File: src/design/vff_pkg.sv
package vff_pkg;

    localparam int DefLengthBits = 24;
    localparam int FrameLenBits  = 24;
    localparam int HdrBytes      = 6;
    localparam int QueueDepth    = 4;

    localparam logic [15:0] MaxPayloadReset  = 16'd1434;
    localparam logic [23:0] StreamIdentReset = 24'h00dede;

    // Configuration register indexes
    localparam logic CfgMaxPayload  = 1'b0;
    localparam logic CfgStreamIdent = 1'b1;

    // Fragment types
    localparam logic [1:0] FtWhole = 2'd0;
    localparam logic [1:0] FtStart = 2'd1;
    localparam logic [1:0] FtCont  = 2'd2;
    localparam logic [1:0] FtEnd   = 2'd3;

    localparam logic [3:0] PacketCount = 4'd1;

    typedef struct packed {
        logic [7:0]  data_byte;
        logic [23:0] frame_length;
        logic [1:0]  data_type;
        logic [31:0] frame_timestamp;
    } in_item_t;

    typedef struct packed {
        logic [7:0]  out_byte;
        logic        is_header;
        logic        packet_end;
        logic [31:0] packet_timestamp;
        logic        run_last;
    } out_item_t;

    // One classified input byte, as handed from front to back
    typedef struct packed {
        logic [7:0]  data_byte;
        logic        need_hdr;
        logic [1:0]  frag_type;
        logic [1:0]  data_type;
        logic [15:0] frag_len;
        logic        packet_end;
        logic [31:0] timestamp;
    } cmd_t;

    typedef enum logic [2:0] {
        BK_HEAD0,
        BK_HEAD1,
        BK_HEAD2,
        BK_HEAD3,
        BK_HEAD4,
        BK_HEAD5,
        BK_DATA
    } back_state_t;

endpackage

File: src/design/video_frame_fragmenter_core.sv
// Frame fragmenter: cuts a coded frame, fed one byte per word on the input
// channel, into packets of at most max_payload payload bytes. Each packet
// goes out as a 6-byte header (ident, fragment type, data type, count,
// then the big-endian payload length) followed by its payload words.
// The first word of a frame carries frame_length, data_type and
// frame_timestamp; later words of the frame only data_byte.
// Configuration: cfg index 0 is max_payload, index 1 is stream_ident;
// write them only while the block is idle. cfg_ready is always high.
// A payload word passes through the queue and the output register after
// its input word is accepted, behind six header words when it opens a
// packet. One word per cycle is sustained on both sides while out_ready
// is high and no header is due; the input stalls once the four-entry
// queue between the classifier and the output sequencer fills.
// Reset clears the open frame, the queue, the output valid flag and the header state.
// When out_ready is low the output word holds and the queue absorbs up
// to four further input words before in_ready drops.
module video_frame_fragmenter_core #(
    parameter int LENGTH_BITS = vff_pkg::DefLengthBits
) (
    input  logic               clk,
    input  logic               rst_n,
    input  logic               in_valid,
    output logic               in_ready,
    input  vff_pkg::in_item_t  in_data,
    output logic               out_valid,
    input  logic               out_ready,
    output vff_pkg::out_item_t out_data,
    input  logic               cfg_valid,
    output logic               cfg_ready,
    input  logic               cfg_index,
    input  logic [23:0]        cfg_data
);
    import vff_pkg::*;

    logic [15:0] max_payload_reg;
    logic [23:0] stream_ident_reg;
    logic        q_full;
    logic        push;
    cmd_t        push_data;
    logic        pop;
    cmd_t        head;
    logic        head_valid;

    assign cfg_ready = 1'b1;

    always_ff @(posedge clk or negedge rst_n)
    begin
        if (!rst_n)
        begin
            max_payload_reg  <= MaxPayloadReset;
            stream_ident_reg <= StreamIdentReset;
        end
        else if (cfg_valid)
        begin
            case (cfg_index)
                CfgMaxPayload:  max_payload_reg  <= cfg_data[15:0];
                CfgStreamIdent: stream_ident_reg <= cfg_data;
                default:        max_payload_reg  <= max_payload_reg;
            endcase
        end
    end

    vff_front #(
        .LENGTH_BITS (LENGTH_BITS)
    ) u_front (
        .clk         (clk),
        .rst_n       (rst_n),
        .in_valid    (in_valid),
        .in_ready    (in_ready),
        .in_data     (in_data),
        .max_payload (max_payload_reg),
        .q_full      (q_full),
        .push        (push),
        .push_data   (push_data)
    );

    vff_queue u_queue (
        .clk        (clk),
        .rst_n      (rst_n),
        .push       (push),
        .push_data  (push_data),
        .full       (q_full),
        .pop        (pop),
        .head       (head),
        .head_valid (head_valid)
    );

    vff_back u_back (
        .clk          (clk),
        .rst_n        (rst_n),
        .head         (head),
        .head_valid   (head_valid),
        .pop          (pop),
        .stream_ident (stream_ident_reg),
        .out_valid    (out_valid),
        .out_ready    (out_ready),
        .out_data     (out_data)
    );

endmodule

File: src/design/vff_queue.sv
module vff_queue (
    input  logic          clk,
    input  logic          rst_n,
    input  logic          push,
    input  vff_pkg::cmd_t push_data,
    output logic          full,
    input  logic          pop,
    output vff_pkg::cmd_t head,
    output logic          head_valid
);
    import vff_pkg::*;

    localparam int PtrBits = (QueueDepth > 1) ? $clog2(QueueDepth) : 1;
    localparam int CntBits = $clog2(QueueDepth + 1);

    cmd_t                 mem_reg [QueueDepth];
    logic [PtrBits-1:0]   wr_ptr_reg;
    logic [PtrBits-1:0]   wr_ptr_next;
    logic [PtrBits-1:0]   rd_ptr_reg;
    logic [PtrBits-1:0]   rd_ptr_next;
    logic [CntBits-1:0]   count_reg;
    logic [CntBits-1:0]   count_next;

    assign full       = (count_reg == CntBits'(QueueDepth));
    assign head_valid = (count_reg != '0);
    assign head       = mem_reg[rd_ptr_reg];

    always_comb
    begin
        wr_ptr_next = wr_ptr_reg;
        rd_ptr_next = rd_ptr_reg;
        count_next  = count_reg;
        if (push)
        begin
            wr_ptr_next = (wr_ptr_reg == PtrBits'(QueueDepth - 1)) ? '0 : wr_ptr_reg + 1'b1;
        end
        if (pop)
        begin
            rd_ptr_next = (rd_ptr_reg == PtrBits'(QueueDepth - 1)) ? '0 : rd_ptr_reg + 1'b1;
        end
        if (push && !pop)
        begin
            count_next = count_reg + 1'b1;
        end
        else if (pop && !push)
        begin
            count_next = count_reg - 1'b1;
        end
    end

    always_ff @(posedge clk or negedge rst_n)
    begin
        if (!rst_n)
        begin
            wr_ptr_reg <= '0;
            rd_ptr_reg <= '0;
            count_reg  <= '0;
        end
        else
        begin
            wr_ptr_reg <= wr_ptr_next;
            rd_ptr_reg <= rd_ptr_next;
            count_reg  <= count_next;
        end
    end

    always_ff @(posedge clk)
    begin
        if (push)
        begin
            mem_reg[wr_ptr_reg] <= push_data;
        end
    end

    a_no_overflow: assert property (@(posedge clk) disable iff (!rst_n)
        push |-> !full)
        else $error("queue written while full");

    a_no_underflow: assert property (@(posedge clk) disable iff (!rst_n)
        pop |-> head_valid)
        else $error("queue read while empty");

    a_count_bound: assert property (@(posedge clk) disable iff (!rst_n)
        count_reg <= CntBits'(QueueDepth))
        else $error("queue count beyond depth");

endmodule

File: src/design/vff_front.sv
module vff_front #(
    parameter int LENGTH_BITS = vff_pkg::DefLengthBits
) (
    input  logic             clk,
    input  logic             rst_n,
    input  logic             in_valid,
    output logic             in_ready,
    input  vff_pkg::in_item_t in_data,
    input  logic [15:0]      max_payload,
    input  logic             q_full,
    output logic             push,
    output vff_pkg::cmd_t    push_data
);
    import vff_pkg::*;

    localparam int FlBits = (LENGTH_BITS < FrameLenBits) ? LENGTH_BITS : FrameLenBits;

    logic [FlBits-1:0] frame_left_reg;
    logic [FlBits-1:0] frame_left_next;
    logic [15:0]       frag_left_reg;
    logic [15:0]       frag_left_next;
    logic              later_reg;
    logic              later_next;
    logic [1:0]        type_reg;
    logic [1:0]        type_next;
    logic [31:0]       ts_reg;
    logic [31:0]       ts_next;

    logic              first;
    logic [FlBits-1:0] fl;
    logic [FlBits-1:0] fl_dec;
    logic [15:0]       fr;
    logic [15:0]       fr_new;
    logic              lf;
    logic [15:0]       mtu;
    logic              last;
    logic              need_hdr;
    logic [15:0]       len;
    logic [1:0]        ft;

    assign in_ready = !q_full;
    assign push     = in_valid && !q_full;

    always_comb
    begin
        first = (frame_left_reg == '0);
        fl    = first ? in_data.frame_length[FlBits-1:0] : frame_left_reg;
        // A zero length opens a one-byte frame
        if (fl == '0)
        begin
            fl = FlBits'(1);
        end
        fr        = first ? 16'd0 : frag_left_reg;
        lf        = first ? 1'b0 : later_reg;
        type_next = first ? in_data.data_type : type_reg;
        ts_next   = first ? in_data.frame_timestamp : ts_reg;

        mtu      = (max_payload == 16'd0) ? 16'd1 : max_payload;
        last     = (fl <= FlBits'(mtu));
        len      = last ? fl[15:0] : mtu;
        need_hdr = (fr == 16'd0);
        if (lf)
        begin
            ft = last ? FtEnd : FtCont;
        end
        else
        begin
            ft = last ? FtWhole : FtStart;
        end
        fr_new = need_hdr ? len : fr;

        fl_dec          = fl - 1'b1;
        frame_left_next = fl_dec;
        frag_left_next  = (fl_dec == '0) ? 16'd0 : fr_new - 1'b1;
        later_next      = lf || need_hdr;

        push_data.data_byte  = in_data.data_byte;
        push_data.need_hdr   = need_hdr;
        push_data.frag_type  = ft;
        push_data.data_type  = type_next;
        push_data.frag_len   = len;
        push_data.packet_end = (fr_new == 16'd1);
        push_data.timestamp  = ts_next;
    end

    always_ff @(posedge clk or negedge rst_n)
    begin
        if (!rst_n)
        begin
            frame_left_reg <= '0;
            frag_left_reg  <= '0;
            later_reg      <= 1'b0;
            type_reg       <= '0;
            ts_reg         <= '0;
        end
        else if (push)
        begin
            frame_left_reg <= frame_left_next;
            frag_left_reg  <= frag_left_next;
            later_reg      <= later_next;
            type_reg       <= type_next;
            ts_reg         <= ts_next;
        end
    end

endmodule

File: src/design/vff_back.sv
module vff_back (
    input  logic              clk,
    input  logic              rst_n,
    input  vff_pkg::cmd_t     head,
    input  logic              head_valid,
    output logic              pop,
    input  logic [23:0]       stream_ident,
    output logic              out_valid,
    input  logic              out_ready,
    output vff_pkg::out_item_t out_data
);
    import vff_pkg::*;

    back_state_t state_reg;
    back_state_t state_next;
    logic        out_valid_reg;
    logic        out_valid_next;
    out_item_t   out_reg;
    out_item_t   out_next;
    logic        load;

    assign load      = head_valid && (!out_valid_reg || out_ready);
    assign out_valid = out_valid_reg;
    assign out_data  = out_reg;

    always_comb
    begin
        state_next = state_reg;
        if (load)
        begin
            case (state_reg)
                BK_HEAD0: state_next = head.need_hdr ? BK_HEAD1 : BK_HEAD0;
                BK_HEAD1: state_next = BK_HEAD2;
                BK_HEAD2: state_next = BK_HEAD3;
                BK_HEAD3: state_next = BK_HEAD4;
                BK_HEAD4: state_next = BK_HEAD5;
                BK_HEAD5: state_next = BK_DATA;
                BK_DATA:  state_next = BK_HEAD0;
                default:  state_next = BK_HEAD0;
            endcase
        end
    end

    always_comb
    begin
        out_next.packet_timestamp = head.timestamp;
        out_next.is_header        = 1'b1;
        out_next.packet_end       = 1'b0;
        out_next.run_last         = 1'b0;
        out_next.out_byte         = head.data_byte;
        pop                       = 1'b0;
        case (state_reg)
            BK_HEAD0:
            begin
                if (head.need_hdr)
                begin
                    out_next.out_byte = stream_ident[23:16];
                end
                else
                begin
                    out_next.is_header  = 1'b0;
                    out_next.packet_end = head.packet_end;
                    out_next.run_last   = 1'b1;
                    pop                 = load;
                end
            end
            BK_HEAD1: out_next.out_byte = stream_ident[15:8];
            BK_HEAD2: out_next.out_byte = stream_ident[7:0];
            BK_HEAD3: out_next.out_byte = {head.frag_type, head.data_type, PacketCount};
            BK_HEAD4: out_next.out_byte = head.frag_len[15:8];
            BK_HEAD5: out_next.out_byte = head.frag_len[7:0];
            default:
            begin
                out_next.is_header  = 1'b0;
                out_next.packet_end = head.packet_end;
                out_next.run_last   = 1'b1;
                pop                 = load;
            end
        endcase
        out_valid_next = load || (out_valid_reg && !out_ready);
    end

    always_ff @(posedge clk or negedge rst_n)
    begin
        if (!rst_n)
        begin
            state_reg     <= BK_HEAD0;
            out_valid_reg <= 1'b0;
        end
        else
        begin
            state_reg     <= state_next;
            out_valid_reg <= out_valid_next;
        end
    end

    always_ff @(posedge clk)
    begin
        if (load)
        begin
            out_reg <= out_next;
        end
    end

    a_entry_held: assert property (@(posedge clk) disable iff (!rst_n)
        (state_reg != BK_HEAD0) |-> head_valid)
        else $error("queue entry lost during a header");

    a_pop_on_payload: assert property (@(posedge clk) disable iff (!rst_n)
        pop |-> (state_reg == BK_DATA || (state_reg == BK_HEAD0 && !head.need_hdr)))
        else $error("entry popped before its payload word");

    a_header_then_data: assert property (@(posedge clk) disable iff (!rst_n)
        (load && state_reg == BK_HEAD5) |=> (state_reg == BK_DATA && out_reg.is_header))
        else $error("header did not lead into payload");

endmodule

File: config.mk
export PLATFORM = sky130hd
export DESIGN_NAME = video_frame_fragmenter_core
export DESIGN_NICKNAME = d
export VERILOG_FILES = /design/src/design/vff_pkg.sv /design/src/design/video_frame_fragmenter_core.sv /design/src/design/vff_queue.sv /design/src/design/vff_front.sv /design/src/design/vff_back.sv
export SDC_FILE = /design/constraint.sdc
export NUM_CORES = 1
export LEC_CHECK = 0
export BUFFER_PORTS_ARGS = -buffer_cell sky130_fd_sc_hd__buf_2
export CORE_MARGIN = 5
export CORE_UTILIZATION = 40
export CTS_CLUSTER_DIAMETER = 100
export DETAILED_ROUTE_END_ITERATION = 16
export GPL_ROUTABILITY_DRIVEN = 0
export MAX_ROUTING_LAYER = met4
export PLACE_DENSITY_LB_ADDON = 0.15
export RECOVER_POWER = 25
export SYNTH_ARGS = -nofsm -noshare
export SYNTH_HDL_FRONTEND = slang
export SYNTH_SLANG_ARGS = --single-unit
File: constraint.sdc
create_clock -name clk -period 12.7 [get_ports clk]
set_input_delay 0.635 -clock clk [delete_from_list [all_inputs] [get_ports clk]]
set_output_delay 0.635 -clock clk [all_outputs]
set_load 0.1 [all_outputs]
# After elaboration in Yosys (flattened, before gate mapping)
# Memories as Yosys holds them, arrays and structs flattened.
# Index checks and enable logic that the tools add are counted.
# op_classes
n_reduce_logical,24
bitwise_logic,1
order_cmp,1
n_mul,0
div,0
n_addsub,6
n_eq_ne,9
mux,29
shifts,0
# op_table
operator,count
2-to-1 mux 16 bit,5
logical NOT 24 bit,3
2-to-1 mux 24 bit,2
case mux 8 bit (6 select lines),1
logical NOT 16 bit,2
2-to-1 mux 32 bit,1
<= comparator 24 x 16 -> 1 bit,1
"subtractor 24 x 1 -> 24 bit, second input constant",1
case mux 3 bit (6 select lines),1
"equality test 16 x 1 -> 1 bit, second input constant",1
"subtractor 16 x 1 -> 16 bit, second input constant",1
2-to-1 mux 2 bit,5
"equality test 3 bit, second input constant",3
2-to-1 mux 1 bit,8
2-to-1 mux 8 bit,1
"equality test 3 x 2 -> 1 bit, second input constant",2
2-to-1 mux 3 bit,2
logical AND 1 bit,5
logical NOT 1 bit,5
OR reduction 5 bit,1
"adder 2 x 1 -> 2 bit, second input constant",2
"equality test 2 bit, second input constant",2
case mux 1 bit (2 select lines),2
case mux 2 bit (2 select lines),1
9 further kinds,12
# word_totals
output_inout_bits,46
mem_count,1
in_bits,96
romBits,0
wordCells,88
regBits,169
ram_bits,248
latch_bits,0
# memory_table
name,depth,word_bits,rd,rd_ports_with_merged_regs,write_ports,line,rtl
u_queue.mem_reg,4,62,1,0,1,vff_queue.sv:16,cmd_t mem_reg [QueueDepth];

# Longest topological paths before layout
# Gate-level depths: netlist (run 1).
# logic_depth
ltp_word,9
depth_mapped,26
depth_no_buf,23

# Cells and area by module
# A second synthesis (run 1) with hierarchy kept.
# unflattened
cells_unflattened,1406
area_unflattened_um2,19451.2
# modules_own_cells
mod,n_inst,cells_each,seq_area_each_um2,area_each_um2
vff_queue,1,361,7622.3,9437.8
vff_front,1,814,1876.8,6234.7
vff_back,1,143,1391.3,2107.0
video_frame_fragmenter_core,1,88,1023.5,1671.6

# Least setup slack after synthesis (run 1)
# No wires, ideal clock.
# synth_timing
path_type,flip-flop to flip-flop
from,register u_front.frame_left_reg[7]
to,register u_front.frag_left_reg[4]
arrival_ns,5.076
setup_slack_ns,7.503
period_less_slack_ns,5.197
t_required_ns,12.579
stages_incl_launch_ff,26
cell_sequence,dfrtp_1 -> buf_2 -> nor4_1 -> nand3_1 -> nor2_2 -> buf_6 -> buf_6 -> buf_4 -> clkbuf_1 -> a21oi_1 -> inv_1 -> ha_1 -> nand4_1 -> or3_1 -> or3_1 -> clkbuf_1 -> a21oi_4 -> mux2i_1 -> a22oi_1 -> ha_1 -> o21ai_0 -> a211oi_1 -> nor2_1 -> a21oi_1 -> o21ai_1 -> a22o_1
# synth_lines
item,line,rtl
from (decl),vff_front.sv:18,logic [FlBits-1:0] frame_left_reg;
from (signal assigned),vff_front.sv:98,frame_left_reg <= frame_left_next;
to (signal assigned),vff_front.sv:99,frag_left_reg <= frag_left_next;
to (decl),vff_front.sv:20,logic [15:0] frag_left_reg;

==> impl_metrics.ini, run 1 <==
[detailed_routing]
vias = 11950
wl_per_cell_um = 22.4
viasPerCell = 5.57
drc_errors = 0
drtPass1Iterations = 7
first_iter_violations = 1059
antenna_left = 0
wirelength_um = 48100

[setup_path]
worstPathArrival_ns = 6.28
crit_path_cell_trace = clkbuf_1, clkbuf_1
cpMostUsedCell = clkbuf_1
cp_top_family = buffers and inverters
crit_slowest_cell = clkbuf_1
r2r-end = u_front.frag_left_reg[4]
critPathMaxFanout = 65
reg2reg_from = u_front.frame_left_reg[3]
crit_path_start_kind = input port
endpoint = u_queue.rd_ptr_reg[1]
cp-startpoint = rst_n
path_depth = 2
r2r_slack_ns = 6.05
worstRegToRegCells = 20
path_buf_inv = 2
endpoint_kind = asynchronous set/reset pin
required_ns = 12.14
max_stage_delay_ns = 2.98
path_class = in2async

[timing]
drv_slew = 161
timing.fmax_mhz = 146
slew_headroom = -1.67
rsz0062_at_grt = false
setup_viol = 0
setup_slack_ns = 5.86
final.setup.tns_ns = 0
worst_pin_slew_ns = 4.01
fin_skew_ns = 0.0180
fin_crit_ns = 6.84
hold_viol_final = 0
fin_crit_sh = 0.539

[layout]
num-fill-cells = 4185
nets = 1624
drive_gt1_frac = 0.261
largest_register_ffs = 248
area_growth_pct = 14.8
antenna_cells = 0
fin_cells = 2145

[power]
p_clk_frac = 0.252
ir_worst_vdd_mv = 0.213
power_density_nw_per_um2 = 242
power_leakage_nw = 8.19
pwr-share-seq = 0.392
p_switching_mw = 2.03
switching_share = 0.387
combinationalPowerShare = 0.356
internal_power_mw = 3.20

[placed_design]
dp_hpwl_um = 31200
pre_cts_slack_ns = 6.12
place_inst = 2060
place.port_buffers = 140

[clock_tree]
postCtsHoldBufs = 0
cts_setup_buffers = 0
cts_resized = 0
cts.reportedPaths.clkPinSlew_ns = 0.06
tritoncts = yes
cts_inserted_buffers = 46
clock_sinks = 417
cts_max_path_buffers = 3
clk_latency_ns = 0.57
cts-root-buf = clkbuf_16
h-tree-depth = 2

[global_route]
grt_max_degree = 66
grt-ovfl-total = 0
grt_pass1_vias = 12350
grt_pass1_wl_um = 73500
antenna_found_initial = 0
groute.usage.overall = 0.192

[status]
outcome = complete, but fails checks
failed_checks = capacitance limit, slew limit

[floorplan]
die_h_um = 227
dieArea_sq_um = 51500
die-width_um = 227
start_util = 0.404
rows = 79
core_area_sq_um = 46600
ios = 142

[synth]
synth_enable_flop_cells = 291
ys_types = 83
synth_seq_cells = 417
ys_warn_count = 0
ys_seq_area_frac = 0.633
synthTopCellsByArea = edfxtp_1, dfrtp_1, mux4_2, mux2_2, nand2_1
synth.avg_cell_area_sq_um = 13.8
synth_top_area_frac = 0.464
synth_nets = 1487
async_reset_ff_frac = 0.302
syn_inst = 1364
yosysTopAreaCell = edfxtp_1
ys.flop_type = edfxtp_1
syn_area_sq_um = 18800

[hold_path]
hold_class = in2reg
hp-start = out_ready

[flow_run]
drv_cap = 4
-- power by group through the flow --
stage,logic (mW),clock network (mW),registers (mW)
after CTS,1.89,1.36,2.05
after global routing,2.00,1.41,2.09
final,1.86,1.32,2.05
after floorplan,0.967,0,2.49
after global placement,1.87,0,2.07
after detailed placement,1.89,0,2.08
-- synth_stat cells (all sizes together), types with 15 or more instances --
| cell | number |
|---|---|
| buf | 31 |
| dfrtp | 108 |
| inv | 42 |
| nor2 | 68 |
| ha | 26 |
| nor4 | 19 |
| nor3 | 26 |
| a21oi | 39 |
| clkbuf | 36 |
| a21o | 15 |
| dfstp | 18 |
| edfxtp | 291 |
| mux2 | 68 |
| nand3 | 17 |
| o21ai | 68 |
| nand2 | 198 |
| mux4 | 62 |
-- worst min-delay path by stage --
stage / endpoint / cells past startpoint / slack, ns
detailed placement: u_front.later_reg / 1 / 0.44
floorplan: max_payload_reg[0] / 0 / 0.34
global placement: u_front.later_reg / 1 / 0.44
global route: u_back.out_valid / 2 / 0.25
finish: u_back.out_valid / 2 / 0.26
CTS: stream_ident_reg[8] / 1 / 0.06
-- per-stage QoR --
stage | hold slack (ns) | power, mW | util | area (sq um)
after floorplan | 0.339 | 3.46 | - | 18800
after global placement | 0.436 | 3.94 | 0.433 | 20100
after detailed placement | 0.440 | 3.96 | 0.433 | 20100
after CTS | 0.0647 | 5.30 | 0.465 | 21600
after global routing | 0.246 | 5.49 | 0.464 | 21600
final | 0.256 | 5.23 | 0.464 | 21600
-- final cells by class --
cell class | count | area [sq um] | area share
Sequential cell | 417 | 11900 | 0.552
Multi-Input combinational cell | 838 | 6470 | 0.300
Clock buffer | 66 | 1290 | 0.0595
Clock inverter | 19 | 206 | 0.00956
Timing Repair Buffer | 156 | 806 | 0.0373
Inverter | 42 | 158 | 0.00730
Tap cell | 607 | 759 | 0.0352
-- layout by cell type, fill, tap and decap left out, types with 24 or more instances in the layout --
cell,Yosys,routed
edfxtp_1,291,291
nand2_1,198,196
buf_2,11,131
dfrtp_1,108,107
mux2_2,68,68
o21ai_0,67,66
nor2_1,65,64
mux4_2,62,62
clkbuf_16,0,46
inv_1,42,42
a21oi_1,38,37
ha_1,26,26
nor3_1,24,24
clkbuf_1,36,24
-- kinds of logic (layout without fill, tap and decap cells) --
family	count (synthesis)	after routing	share of synthesized area
AOI/OAI and AO/OA	246	246	0.0910
muxes	143	143	0.122
xor gates and xnor gates	21	21	0.0102
and+or+nand+nor	400	400	0.100
DFF	417	417	0.633
adders and majority gates	27	27	0.0184
other	1	1	0.000199
buffers and inverters	109	283	0.0249
-- layer usage --
layer / share of wire / up-vias / wire, um / global-route usage
met5: 0 / - / 0 / -
met4: 0.027 / 0 / 1290 / 0.0541
met3: 0.052 / 79 / 2490 / 0.0375
met2: 0.49 / 304 / 23500 / 0.307
met1: 0.43 / 6085 / 20800 / 0.252
li1: - / 5482 / - / -
No activity file was read; power rests on OpenSTA's default activity.
==> inputs of run 2 (changes only) <==
clock period = 5.8 ns   (was 12.7 ns; I/O delays follow)
==> impl_metrics.ini, run 2 (synthesis results as in run 1) <==
[global_route]
grt_pass1_wl_um = 76100
grt_use_met3 = 0.0329
met2_usage = 0.316
antenna_found_initial = 0
grt_pass1_vias = 12810
grt_max_degree = 80
grt-ovfl-total = 0
grt_busiest_layer = met2
grt.met1_usage = 0.264
groute.usage.overall = 0.198

[layout]
area_growth_pct = 19.2
multi_input_comb_area_sq_um = 6480
antenna_cells = 0
largest_register_ffs = 248
layout_commonest_cell = edfxtp_1
num-fill-cells = 4132
nets = 1709
mostFrequentLayoutCells = edfxtp_1, nand2_1, dfrtp_1
register_area_sq_um = 11900
fin_area_sq_um = 22400
drive_gt1_frac = 0.236
post-route-util = 0.482

[placed_design]
pre_cts_slack_ns = 0.141
place.port_buffers = 140
place_area_sq_um = 20200
dp_hpwl_um = 31900

[timing]
holdWs_ns = 0.170
setup_viol = 0
drv_slew = 136
fin_crit_sh = 0.952
fin_skew_ns = 0.00926
slew_headroom = -2.20
final.setup.tns_ns = 0
worst_pin_slew_ns = 4.80
hold_viol_final = 0
timing.fmax_mhz = 181
fin_crit_ns = 5.52
setup_slack_ns = 0.280

[clock_tree]
cts_max_path_buffers = 3
clk_latency_ns = 0.57
cts-root-buf = clkbuf_16
h-tree-depth = 2
clock_sinks = 417
cts_inserted_buffers = 48
tritoncts = yes
cts.reportedPaths.clkPinSlew_ns = 0.06

[detailed_routing]
drtPass1Iterations = 5
wirelength_um = 49400
drc_errors = 0
wl_per_cell_um = 22.1
antenna_left = 0
first_iter_violations = 1069
vias = 12409
viasPerCell = 5.56

[setup_path]
path_class = reg2reg
cp-startpoint = u_front.frame_left_reg[10]
reg2reg_from = u_front.frame_left_reg[10]
worstPathArrival_ns = 5.86
required_ns = 6.14
crit_path_start_kind = flop
critPathMaxFanout = 26
endpoint_kind = flop

[power]
power_leakage_nw = 8.48
internal_power_mw = 7.12
combinationalPowerShare = 0.353
p_switching_mw = 4.47
p_clk_frac = 0.259
ir_worst_vdd_mv = 0.395
switching_share = 0.386
power_density_nw_per_um2 = 516
pwr-share-seq = 0.389

[floorplan]
die_h_um = 227
rows = 79
core_area_sq_um = 46600
start_util = 0.404
ios = 142
dieArea_sq_um = 51500
die-width_um = 227

[hold_path]
hp-start = in_data[34]
hold_class = in2reg

[status]
outcome = complete, but fails checks
failed_checks = capacitance limit, slew limit

[flow_run]
drv_cap = 3
-- run 2: path summary, 6_finish.rpt --
check	to	slack (ns)	depth (start not counted)
max	u_queue.mem_reg[1][32]	0.28	16
min	u_front.frame_left_reg[0]	0.17	3
max reg2reg	u_queue.mem_reg[1][32]	0.28	16
min reg2reg	u_front.later_reg	0.45	1
max in group asynchronous	u_front.frame_left_reg[18]	1.12	2
min in group asynchronous	stream_ident_reg[0]	2.00	2
-- run 2: final cells by class --
type	instances	area share
clock buffer	58	0.0562
inverter	42	0.00703
multi-input combinational	839	0.289
timing repair buffer	238	0.0695
sequential	417	0.531
clock inverter	31	0.0134
tap	607	0.0339
-- run 2: layer usage --
metal	up-vias	routed length (um)
met3	80	2640
met2	386	24100
met4	0	1400
met1	6280	21200
met5	-	0
li1	5663	-
-- run 2: worst max-delay path: stages, from the launching register on --
cell and delay [ns]:
dfrtp_1 0.37, buf_4 0.17, nor4_1 0.38, nand4_1 0.44, nor2_2 0.62, a21o_1 0.28
ha_1 0.19, nand2_1 0.05, or3_1 0.32, or3_1 0.54, a21oi_4 0.19, buf_4 0.31
mux2i_1 0.49, o21ai_0 0.26, nor2_1 0.17, nand2_1 0.08, nor4b_2 0.40
-- run 2: power groups by stage --
| stage | Combinational (mW) | Sequential (mW) | Clock, mW |
|---|---|---|---|
| 2_1_floorplan | 2.12 | 5.46 | 0 |
| 3_3_place_gp | 4.11 | 4.54 | 0 |
| 3_5_place_dp | 4.13 | 4.57 | 0 |
| 4_1_cts | 4.17 | 4.51 | 3.09 |
| 5_1_grt | 4.40 | 4.59 | 3.22 |
| 6_report | 4.09 | 4.50 | 3.00 |
-- run 2: repair_timing --
item / 4_1_cts / 5_1_grt
setup buffers: 0 / 2
resized for setup: 0 / 1
hold buffers: 68 / 0
setup endpoints to repair: 0 / 13
endpoints found under the hold margin: 168 / 0
-- run 2: through the flow --
step,cells,total power [mW]
2_1_floorplan,1364,7.57
3_3_place_gp,2072,8.65
3_5_place_dp,2072,8.69
4_1_cts,2229,11.8
5_1_grt,2232,12.2
6_report,2232,11.6
